<file path="config.mk">
export PLATFORM = sky130hd
export DESIGN_NAME = ctq_cmp
export DESIGN_NICKNAME = d
export VERILOG_FILES = /design/src/ctq_pkg.sv /design/src/ctq_cmp.sv
export SDC_FILE = /design/constraint.sdc
export NUM_CORES = 1
export LEC_CHECK = 0
export BUFFER_PORTS_ARGS = -buffer_cell sky130_fd_sc_hd__buf_2
export CAP_MARGIN = 20
export CELL_PAD_IN_SITES_DETAIL_PLACEMENT = 1
export CELL_PAD_IN_SITES_GLOBAL_PLACEMENT = 2
export CORE_MARGIN = 4
export CORE_UTILIZATION = 22
export DETAILED_ROUTE_END_ITERATION = 16
export PLACE_DENSITY_LB_ADDON = 0.1
export SETUP_SLACK_MARGIN = 0.05
export SKIP_LAST_GASP = 1
export SLEW_MARGIN = 20
export SYNTH_ARGS = -nofsm -noshare
export SYNTH_HDL_FRONTEND = slang
export SYNTH_SLANG_ARGS = --single-unit
</file>
<file path="constraint.sdc">
create_clock -name vclk -period 5.2
set_input_delay 0.52 -clock vclk [all_inputs]
set_output_delay 0.52 -clock vclk [all_outputs]
set_load 0.005 [all_outputs]
</file>
<file path="src/ctq_pkg.sv">
// Types, constants and codes of the connection timeout queue.
`timescale 1ns / 1ps
package ctq_pkg;

   localparam int CAPACITY    = 64;
   localparam int CONN_BITS   = 10;
   localparam int IDX_W       = $clog2(CAPACITY);
   localparam int COUNT_W     = $clog2(CAPACITY + 1);
   localparam int CONN_ID_W   = 10;
   localparam int SEQ_W       = 16;
   localparam int TIME_W      = 32;
   localparam int WAIT_W      = 16;
   localparam int STAMP_W     = 32;
   localparam int REMOVED_W   = 7;
   localparam int KEY_W       = (CONN_BITS < CONN_ID_W) ? CONN_BITS : CONN_ID_W;
   localparam int CSR_INDEX_W = 1;
   localparam int CSR_DATA_W  = 16;
   localparam logic [WAIT_W-1:0] WAIT_RESET = WAIT_W'(20);

   typedef enum logic [1:0] {
      ACT_ADD    = 2'd0,
      ACT_TICK   = 2'd1,
      ACT_DELETE = 2'd2,
      ACT_CLEAR  = 2'd3
   } ctq_action_type;

   typedef enum logic [2:0] {
      ST_EXPIRED  = 3'd0,
      ST_ADD_OK   = 3'd1,
      ST_ADD_FULL = 3'd2,
      ST_REMOVED  = 3'd3,
      ST_NONE_DUE = 3'd4
   } ctq_status_type;

   typedef enum logic [CSR_INDEX_W-1:0] {
      CSR_WAIT_TIME = 1'd0,
      CSR_KICK      = 1'd1
   } ctq_csr_type;

   typedef enum logic [2:0] {
      S_IDLE,
      S_ADD_SCAN,
      S_DEL_SCAN,
      S_DUE_SCAN,
      S_MIN_SCAN,
      S_POP
   } ctq_state_type;

   typedef struct packed {
      ctq_action_type         action;
      logic [CONN_ID_W-1:0]   conn_id;
      logic [SEQ_W-1:0]       conn_sequence;
      logic [TIME_W-1:0]      now;
   } ctq_req_type;

   typedef struct packed {
      ctq_status_type         status;
      logic [CONN_ID_W-1:0]   out_conn;
      logic [SEQ_W-1:0]       out_sequence;
      logic [REMOVED_W-1:0]   removed_count;
      logic                   last;
   } ctq_rsp_type;

   // One table entry as held in the entry memory.
   typedef struct packed {
      logic [TIME_W-1:0]      deadline;
      logic [KEY_W-1:0]       conn;
      logic [SEQ_W-1:0]       seq;
      logic [STAMP_W-1:0]     order;
   } ctq_entry_type;

   localparam int ENTRY_W = $bits(ctq_entry_type);

   // Flags from the shared compare unit for the entry just read.
   typedef struct packed {
      logic                   due;
      logic                   conn_match;
      logic                   better;
      logic [STAMP_W-1:0]     age;
   } ctq_cmp_type;

endpackage

</file>
<file path="src/ctq_cmp.sv">
// Shared compare unit: due test, connection match and earliest-entry ordering.
`timescale 1ns / 1ps
module ctq_cmp (
   input  ctq_pkg::ctq_entry_type       entry,
   input  logic [ctq_pkg::KEY_W-1:0]    key,
   input  logic [ctq_pkg::TIME_W-1:0]   now,
   input  logic [ctq_pkg::STAMP_W-1:0]  stamp,
   input  logic [ctq_pkg::TIME_W-1:0]   best_deadline,
   input  logic [ctq_pkg::STAMP_W-1:0]  best_age,
   output ctq_pkg::ctq_cmp_type         res
);
   import ctq_pkg::*;

   logic [STAMP_W-1:0] age;

   // Age is measured back from the current stamp, so it survives wrapping.
   assign age = stamp - entry.order;

   always_comb begin
      res.due        = (entry.deadline <= now);
      res.conn_match = (entry.conn == key);
      res.better     = (entry.deadline < best_deadline) ||
                       ((entry.deadline == best_deadline) && (age > best_age));
      res.age        = age;
   end

endmodule

</file>
==> results.cfg <==
[status]
status = finished, final reports clean

[synth]
seq_area_frac_synth_pct = 0
yosys_warnings = 0
syn_area_sq_mm = 0.004299
yosysTopAreaCellShare_pct = 36.96
syn-num-nets = 985
synthTopCellsByArea = ha_1 (37%), inv_1 (12%), a21oi_1 (6.9%)
avgSynthCellArea_sq_um = 6.835
syn-instance-count = 629
yosys.area.top_type = ha_1
synth_cell_type_count = 49

[setup_path]
critPathLaunchType = input port
crit_start = entry[0]
cp.required_ps = 4680
critPathCaptureType = primary output
critPathMaxFanout = 3
arrival_ps = 4280
criticalPathCategory = input port to primary output

[finish]
layout_commonest_cell = buf_2
nNetsFinal = 1227
syn2layout_area_growth_pct = 36.18
seq_area_sq_um = 0
drive_gt1_share_pct = 29.80
final_cell_mix = buf_2 (247), inv_1 (134), ha_1 (127)
seq_cell_count = 0
layout.cells.non_filler = 1130
clkbuf_count = 0
postLayoutCellArea_sq_mm = 0.005854
utilization_pct = 30.88

[global_routing]
grt_pass1_vias = 5679
grt_use_total_pct = 14.84
met3_usage_pct = 1.165
met2_usage_pct = 28.72
grt.busiest_layer = met2
antenna_found_initial = 1
grt_pass1_wl_mm = 27.41
grt_max_degree = 10
met1_usage_pct = 18.70
grt_overflow = 0

[sta]
period_needed_ps = 4800
rsz0062_at_grt = no
setup_tns_ps = 0
max_freq_ghz = 0.2084
min_period_over_period_pct = 92.30
hold_viol = 0
tightest_slew_ps = 580.0
slew_violations = 0
setup_violations = 0
slew-limit-headroom_pct = 60.33
holdWs_ps = 1417

[die]
die_x_microns = 147.8
die_h_microns = 147.8
dieArea_sq_mm = 0.02184
start_util_pct = 22.68
num_io_pins = 263
core_sq_mm = 0.01896
placementRows = 50

[drt]
wl_per_cell_microns = 15.35
drt-total-wl_mm = 17.34
drtIter0Drc = 93
vias_per_cell = 4.618
drc = 0
vias = 5218
detail-route-antenna-nets = 0
first_pass_iters = 4

[worst_hold_path]
hp-start = entry[56]
hold_path_class = input port to primary output

[job]
maxCapViolCount = 0

[clock_tree]
cts_setup_buffers = 0
cts_resized = 0
cts_hold_buffers = 0

[pwr]
ir_drop_uv = 45.12
powerDensity_mw_per_mm2 = 117.4
p_leak_uw = 0.003456

[placed_design]
portBuffers = 247
placedCellCount = 1129
dpl_cell_area_sq_mm = 0.005839
dp_hpwl_mm = 16.32
routabilityCongestion = 0.8379
==> cells in the mapped netlist (2+ instances only) <==
| cell | number |
|---|---|
| o21ai_1 | 3 |
| nand2b_1 | 5 |
| a21oi_1 | 59 |
| a2111oi_0 | 6 |
| o21ai_0 | 38 |
| buf_2 | 2 |
| o31ai_1 | 2 |
| inv_1 | 134 |
| nor4_1 | 7 |
| o2111ai_1 | 3 |
| a31oi_1 | 7 |
| a21o_1 | 22 |
| and2_1 | 3 |
| xnor2_1 | 24 |
| ha_1 | 127 |
| nand4_1 | 26 |
| nor2b_1 | 4 |
| a211oi_1 | 7 |
| nand2_1 | 43 |
| nor2_1 | 31 |
| nor3_1 | 8 |
| xor2_1 | 16 |
| o211ai_1 | 5 |
| o21a_1 | 5 |
| nand3_1 | 13 |
| clkbuf_1 | 6 |
==> cell type report <==
| class | instances | area (sq um) |
|---|---|---|
| fillers | 2489 | 13100 |
| multi-input cells | 486 | 3772 |
| well taps | 260 | 325.3 |
| repair buffers | 249 | 1251 |
| diodes | 1 | 2.502 |
| inverters | 134 | 503.0 |
==> cell families after synthesis <==
logic type      after synthesis  synth area share (%)
buf+inv                     143                 12.54
mux                           1                0.2328
compound gates              172                 25.17
fa+ha+maj                   128                 37.43
simple gates                145                 16.47
xor+xnor                     40                 8.149
==> per-stage QoR <==
step / setup WS [ps] / total power, uW
after global placement: 178.8 / 671.7
after floorplan: 1088 / 404.6
final: 400.4 / 687.3
after CTS: 138.4 / 696.3
after global routing: 61.89 / 786.7
after detailed placement: 147.5 / 690.8
==> where the power goes <==
group	switching [uW]	total [uW]	leakage, uW	internal (uW)
sequential	0	0	0	0
clock	0	0.0000257	0.00000000634	0.0000257
combinational	378	687	0.00346	309
==> metal layers <==
metal / up-vias / wire, microns
met5: - / 0
met2: 138 / 8779
met3: 8 / 816
met4: 0 / 110
met1: 2383 / 7634
li1: 2689 / -
==> path summary, 6_finish.rpt <==
path	endpoint	cells past startpoint	slack [ps]
setup / recovery	res[32]	18	400
hold / removal	res[33]	5	1420
==> worst max-delay path: stages <==
cell and delay [ps]:
buf_2 100, ha_1 210, fa_1 410, and2b_1 250, o2111ai_2 160, a2111o_1 500, nand4b_2 140, a31oi_2 140
o21ai_1 200, xor2_1 260, ha_1 290, nand4_1 130, a21oi_1 80, a2111oi_2 320, o21ai_0 140, a31oi_1 170
o21ai_0 100, buf_2 150
Note: power is estimated with default switching activity, not from simulation.
