--- config.mk ---
export PLATFORM = sky130hd
export DESIGN_NAME = ctq_ram
export DESIGN_NICKNAME = d
export VERILOG_FILES = /design/src/ctq_ram.sv
export SDC_FILE = /design/constraint.sdc
export NUM_CORES = 1
export LEC_CHECK = 0
export BUFFER_PORTS_ARGS = -buffer_cell sky130_fd_sc_hd__buf_2
export CORE_ASPECT_RATIO = 1.2
export CORE_MARGIN = 5
export CORE_UTILIZATION = 28
export DETAILED_ROUTE_END_ITERATION = 10
export PLACE_DENSITY_LB_ADDON = 0.12
export SLEW_MARGIN = 20
export SYNTH_ARGS = -nofsm -noshare
export SYNTH_HDL_FRONTEND = slang
export SYNTH_SLANG_ARGS = --single-unit
--- constraint.sdc ---
create_clock -name clock -period 2.3 [get_ports clock]
set_clock_uncertainty 0.1 [all_clocks]
set_input_delay 0.345 -clock clock [delete_from_list [all_inputs] [get_ports clock]]
set_output_delay 0.345 -clock clock [all_outputs]
set_load 0.01 [all_outputs]
--- src/ctq_ram.sv ---
// Generic single-write, single-read RAM with registered read data.
`timescale 1ns / 1ps
module ctq_ram #(
   parameter int WIDTH = 8,
   parameter int DEPTH = 16
) (
   input  logic                     clock,
   input  logic                     we,
   input  logic [$clog2(DEPTH)-1:0] waddr,
   input  logic [WIDTH-1:0]         wdata,
   input  logic [$clog2(DEPTH)-1:0] raddr,
   output logic [WIDTH-1:0]         rdata
);

   logic [WIDTH-1:0] mem_ff [DEPTH];
   logic [WIDTH-1:0] rdata_ff;

   always_ff @(posedge clock) begin
      if (we) begin
         mem_ff[waddr] <= wdata;
      end
      rdata_ff <= mem_ff[raddr];
   end

   assign rdata = rdata_ff;

endmodule

==> results of run 1 <==
-- per-layer routing --
layer,GRT usage (%),routed length (µm),vias to the layer above
met5,0,0,-
met4,5.00,218,0
met3,3.63,494,19
met2,17.5,5380,50
met1,16.2,5470,1219
li1,-,-,1086
-- cell usage after synthesis --
| library cell | instances |
|---|---|
| nand3_1 | 1 |
| mux4_2 | 18 |
| buf_4 | 1 |
| nand3b_1 | 2 |
| nor2_1 | 13 |
| or3b_2 | 1 |
| buf_6 | 3 |
| clkdlybuf4s25_2 | 3 |
| a22oi_1 | 16 |
| edfxtp_1 | 128 |
| nand2b_1 | 2 |
| buf_2 | 3 |
| mux4_1 | 14 |
| nor2b_1 | 1 |
| nand2_1 | 9 |
| and2b_1 | 1 |
| and2_1 | 1 |
| dfxtp_1 | 8 |
| nor3_1 | 4 |
-- critical path: cells and delay by family --
| family | cells | cell delay, ns |
|---|---|---|
| compound gates | 1 | 0.26 |
| buf+inv | 2 | 0.37 |
| mux | 1 | 0.59 |
| simple gates | 1 | 0.10 |
-- final timing paths --
kind                            cells after the start       endpoint  slack, ns          start
worst max-delay path                                5       rdata[5]       0.82       raddr[0]
worst min-delay path                                1  mem_ff[15][6]       0.21       wdata[6]
worst max register to register                      3       rdata[5]       0.86   mem_ff[0][5]
worst min register to register                      3       rdata[6]       0.58  mem_ff[12][6]
-- power by group through the flow --
| stage | clock (W) | combinational (W) | sequential, W |
|---|---|---|---|
| after CTS | 0.00274 | 0.000279 | 0.00279 |
| after floorplan | 0 | 0.000141 | 0.00284 |
| after global placement | 0 | 0.000277 | 0.00284 |
| after global routing | 0.00285 | 0.000296 | 0.00279 |
| final | 0.00268 | 0.000270 | 0.00279 |
| after detailed placement | 0 | 0.000279 | 0.00284 |
-- area by class of cell --
| class | instances | share of cell area, % |
|---|---|---|
| multi-input cells | 83 | 16.9 |
| clock inverters | 11 | 1.96 |
| well taps | 224 | 4.48 |
| clock buffers | 21 | 7.53 |
| repair buffers | 47 | 5.05 |
| flip-flops and latches | 136 | 64.1 |
-- cell families (layout without fill, tap and decap cells) --
group	after synthesis	in the layout	synth area share [%]
DFF	136	136	77.8
and+or+nand+nor	35	35	3.18
muxes	32	32	15.0
AOI/OAI and AO/OA	16	16	2.33
buffers and inverters	10	79	1.68
-- stage by stage --
stage	instance area, µm²	util (%)	worst slack [ns]	hold slack, ns
floorplan	5150	-	0.362	0.344
detailed placement	5660	31.2	0.357	0.569
global route	6250	34.5	0.745	0.204
CTS	6250	34.5	0.805	0.199
finish	6250	34.5	0.818	0.209
global placement	5660	31.2	0.351	0.564
-- registers in the layout, indices dropped and copies added (netlist names) --
name,count
rdata,8
mem_ff,128
==> results.ini, run 1 <==
[final_layout]
regArea_um2=4000
mostFrequentLayoutCells=edfxtp_1, buf_2, buf_4
final_cells=522
multiInputGateArea_um2=1060
area_delta_synth_final_pct=21.4
nets=303
mostFrequentLayoutCell=edfxtp_1
num_antenna_cells=0
drive_above_1_share_pct=32.6
fill_cells=1728

[routing]
drt_iter0_markers=190
drt-total-wl_um=11600
drt_pre_antenna_iters=4
vias_per_cell=4.55
wl_per_cell_um=22.1
vias=2374
drc=0
ant_nets=0

[critical_path]
max_stage_delay_ns=0.59
arrival_ns=1.68
crit_type=in -> reg
critPathLaunchType=input port
path_max_fanout=12
cp-end-kind=flop
path_cells=buf_2, buf_4, mux4_1, a22oi_1, nand2_1
cp.required_ns=2.50
cp_slowest_cell=mux4_1

[logic_synthesis]
syn_nets=247
syn_inst=229
synth_area_per_cell_um2=22.5
synthesis.area_um2=5150
yosysTopAreaCell=edfxtp_1
yosys_warnings=0
yosys.area.top_type_share_pct=74.7
netlist_top_cells_area=edfxtp_1, mux4_2, mux4_1, dfxtp_1, a22oi_1
synth_seq_area_share_pct=77.8
synth-seq-cells=136
ys_types=19

[global_route]
grt_pass1_vias=2574
overflow=0
antenna_found_initial=0
gr-usage-all-layers_pct=11.8
grt_first_pass_wirelength_um=17300
grt_max_degree=33

[clocking]
cts_tree=done
htreeDepth=4
clkSinkCount=136
cts_buffers=17
clockBufferDepth=2
clk_pin_slew_ns=0.06
post_cts_buffers=0
hold_buffers=0
clk_latency_ns=0.42
cts_resized=0
root_buffer=clkbuf_16

[power]
combPwrFrac_pct=4.7
netSwitchingPower_w=0.00118
power_density_nw_per_um2=919
ir_drop_v=0.000506
power_frac_seq_pct=48.6
p_int_w=0.00456
p_sw_share_pct=20.5
clockPowerShare_pct=46.7
p_leak_nw=2.10
total_power_w=0.00574

[floorplan]
pin_count=26
core_area_um2=18100
die_y_um=159
dieArea_um2=21200
rows=54
initial_core_util_pct=28.4
die_x_um=134

[worst_hold_path]
hold_path.class=in -> reg

[timing]
hold_viol_final=0
grt_setup_unrepaired=no
worst_slew_pin_slew_ns=0.521
maxSlewViolCount=0
fmax_mhz=675
fin_setup_tns_ns=0
period_needed_ns=1.48
relSlewSlack_pct=65.3
min_period_over_period_pct=64.4
setup_viol=0

[place]
dp_cells=490
gp_congestion=0.698
dp_hpwl_um=7230
port_buffers=25

[status]
status=complete, no violations

[flow_run]
drv_cap=0

Note: power is estimated with default switching activity, not from simulation.
==> run 2: changes to the inputs <==
clock period = 1.54 ns   (was 2.3 ns; I/O delays follow)
==> run 2 against run 1 <==
Compared with the run above: clock-buffer cell count rose by 5; register-to-register slack worse by 0.77 ns; sequential power increased by 49%; worst hold slack got worse by 0.11 ns; first-iteration DRC count is 23% lower; global-route usage fell by 0.33 points; total power up 41%; via count up 4.2%.
==> results.ini, run 2 (synthesis gave the netlist of run 1 again) <==
[critical_path]
crit_buf_inv=0
critPathTopFamily=multiplexers
r2r_start=mem_ff[1][2]
crit_type=reg -> reg
arrival_ns=1.65
r2r_cells=3
path_max_fanout=1
critPathLaunchType=flop
path_cells=mux4_1, a22oi_1, nand2_1
reg2reg_slack_ns=0.09
rr_endpoint=rdata[2]
cp.required_ns=1.73
cp_slowest_cell=mux4_1
cp-end-kind=flop
max_stage_delay_ns=0.51

[timing]
worst_slew_pin_slew_ns=0.849
hold_viol_final=0
period_needed_ns=1.45
worst_slack_ns=0.0852
setup_viol=0
fmax_mhz=687
relSlewSlack_pct=43.2
fin_setup_tns_ns=0
grt_setup_unrepaired=no
min_period_over_period_pct=94.5
maxSlewViolCount=0

[clocking]
post_cts_buffers=0
cts_resized=0
clk_latency_ns=0.42
htreeDepth=4
hold_buffers=0
clkSinkCount=136
clk_pin_slew_ns=0.05
clockBufferDepth=2
root_buffer=clkbuf_16
cts_buffers=17
cts_tree=done

[global_route]
grt_max_degree=22
gr-usage-all-layers_pct=11.5
grt_pass1_vias=2653
overflow=0
antenna_found_initial=0
grt_first_pass_wirelength_um=16900

[worst_hold_path]
holdPathEnd=mem_ff[7][4]
hold_path.class=in -> reg
min-delay-start=wdata[4]
hold_path_depth=1

[floorplan]
rows=54
pin_count=26
die_x_um=134
die_y_um=159
dieArea_um2=21200
initial_core_util_pct=28.4
core_area_um2=18100

[routing]
vias=2473
ant_nets=0
drt-total-wl_um=11300
vias_per_cell=4.56
drt_iter0_markers=147
wl_per_cell_um=20.9
drc=0
drt_pre_antenna_iters=4

[final_layout]
num_antenna_cells=0
drive_above_1_share_pct=34.9
mostFrequentLayoutCells=edfxtp_1, buf_4, buf_2
final_cells=542
largest-register=mem_ff
area_delta_synth_final_pct=23.8
mostFrequentLayoutCell=edfxtp_1
largest_reg_flops=128
finish.utilization_pct=35.2
nets=324

[power]
power_density_nw_per_um2=1270
p_leak_nw=2.19
ir_drop_v=0.000525

[flow_run]
drv_cap=0

[place]
port_buffers=25
gp_congestion=0.725
dp_hpwl_um=7590
pre_cts_slack_ns=-0.337
dp_cells=511

[status]
status=complete, no violations

[run 2: changes by cell type in the layout (fill, tap and decap cells not counted)]
| cell | change |
|---|---|
| clkbuf_1 | +6 |
| clkinv_4 | -2 |
| nor3_2 | +1 |
| buf_12 | +4 |
| clkinv_1 | +1 |
| buf_4 | +17 |
| bufinv_16 | -2 |
| clkinvlp_4 | -3 |
| nor3_1 | -1 |
| clkbuf_8 | -1 |
[run 2: worst max path at each step]
stage	startpoint	end	slack (ns)	cells after the start
floorplan	waddr[2]	mem_ff[3][0]	-0.06	2
detailed placement	raddr[0]	rdata[3]	-0.34	6
finish	mem_ff[1][2]	rdata[2]	0.09	3
global placement	raddr[0]	rdata[2]	-0.34	6
global route	mem_ff[3][7]	rdata[7]	0.003	4
CTS	mem_ff[1][3]	rdata[3]	0.06	3
[run 2: metrics by stage]
stage / total power, W / cell area [µm²] / hold slack [ns]
after global routing: 0.00840 / 6370 / 0.0918
after CTS: 0.00820 / 6370 / 0.0797
final: 0.00809 / 6370 / 0.0974
after floorplan: 0.00445 / 5150 / 0.230
after global placement: 0.00471 / 5870 / 0.526
after detailed placement: 0.00471 / 5870 / 0.523
[run 2: cell type report]
cell class                      count  area, µm²
Clock inverter                      5       26.3
Fill cell                        1697      11700
Sequential cell                   136       4000
Timing Repair Buffer               68        523
Tap cell                          224        280
Multi-Input combinational cell     83       1060
Clock buffer                       26        479
[run 2: routing by layer]
metal  vias to the layer above  GRT usage (%)  share of wire (%)
met5                         -              0                  0
met4                         0           5.59                2.0
li1                       1126              -                  -
met1                      1275           14.6                 45
met3                        19           3.00                3.5
met2                        53           18.4                 49
[run 2: power breakdown]
part,internal (W),switching [W]
registers,0.00414,0.0000221
clock network,0.00211,0.00135
logic,0.000213,0.000242
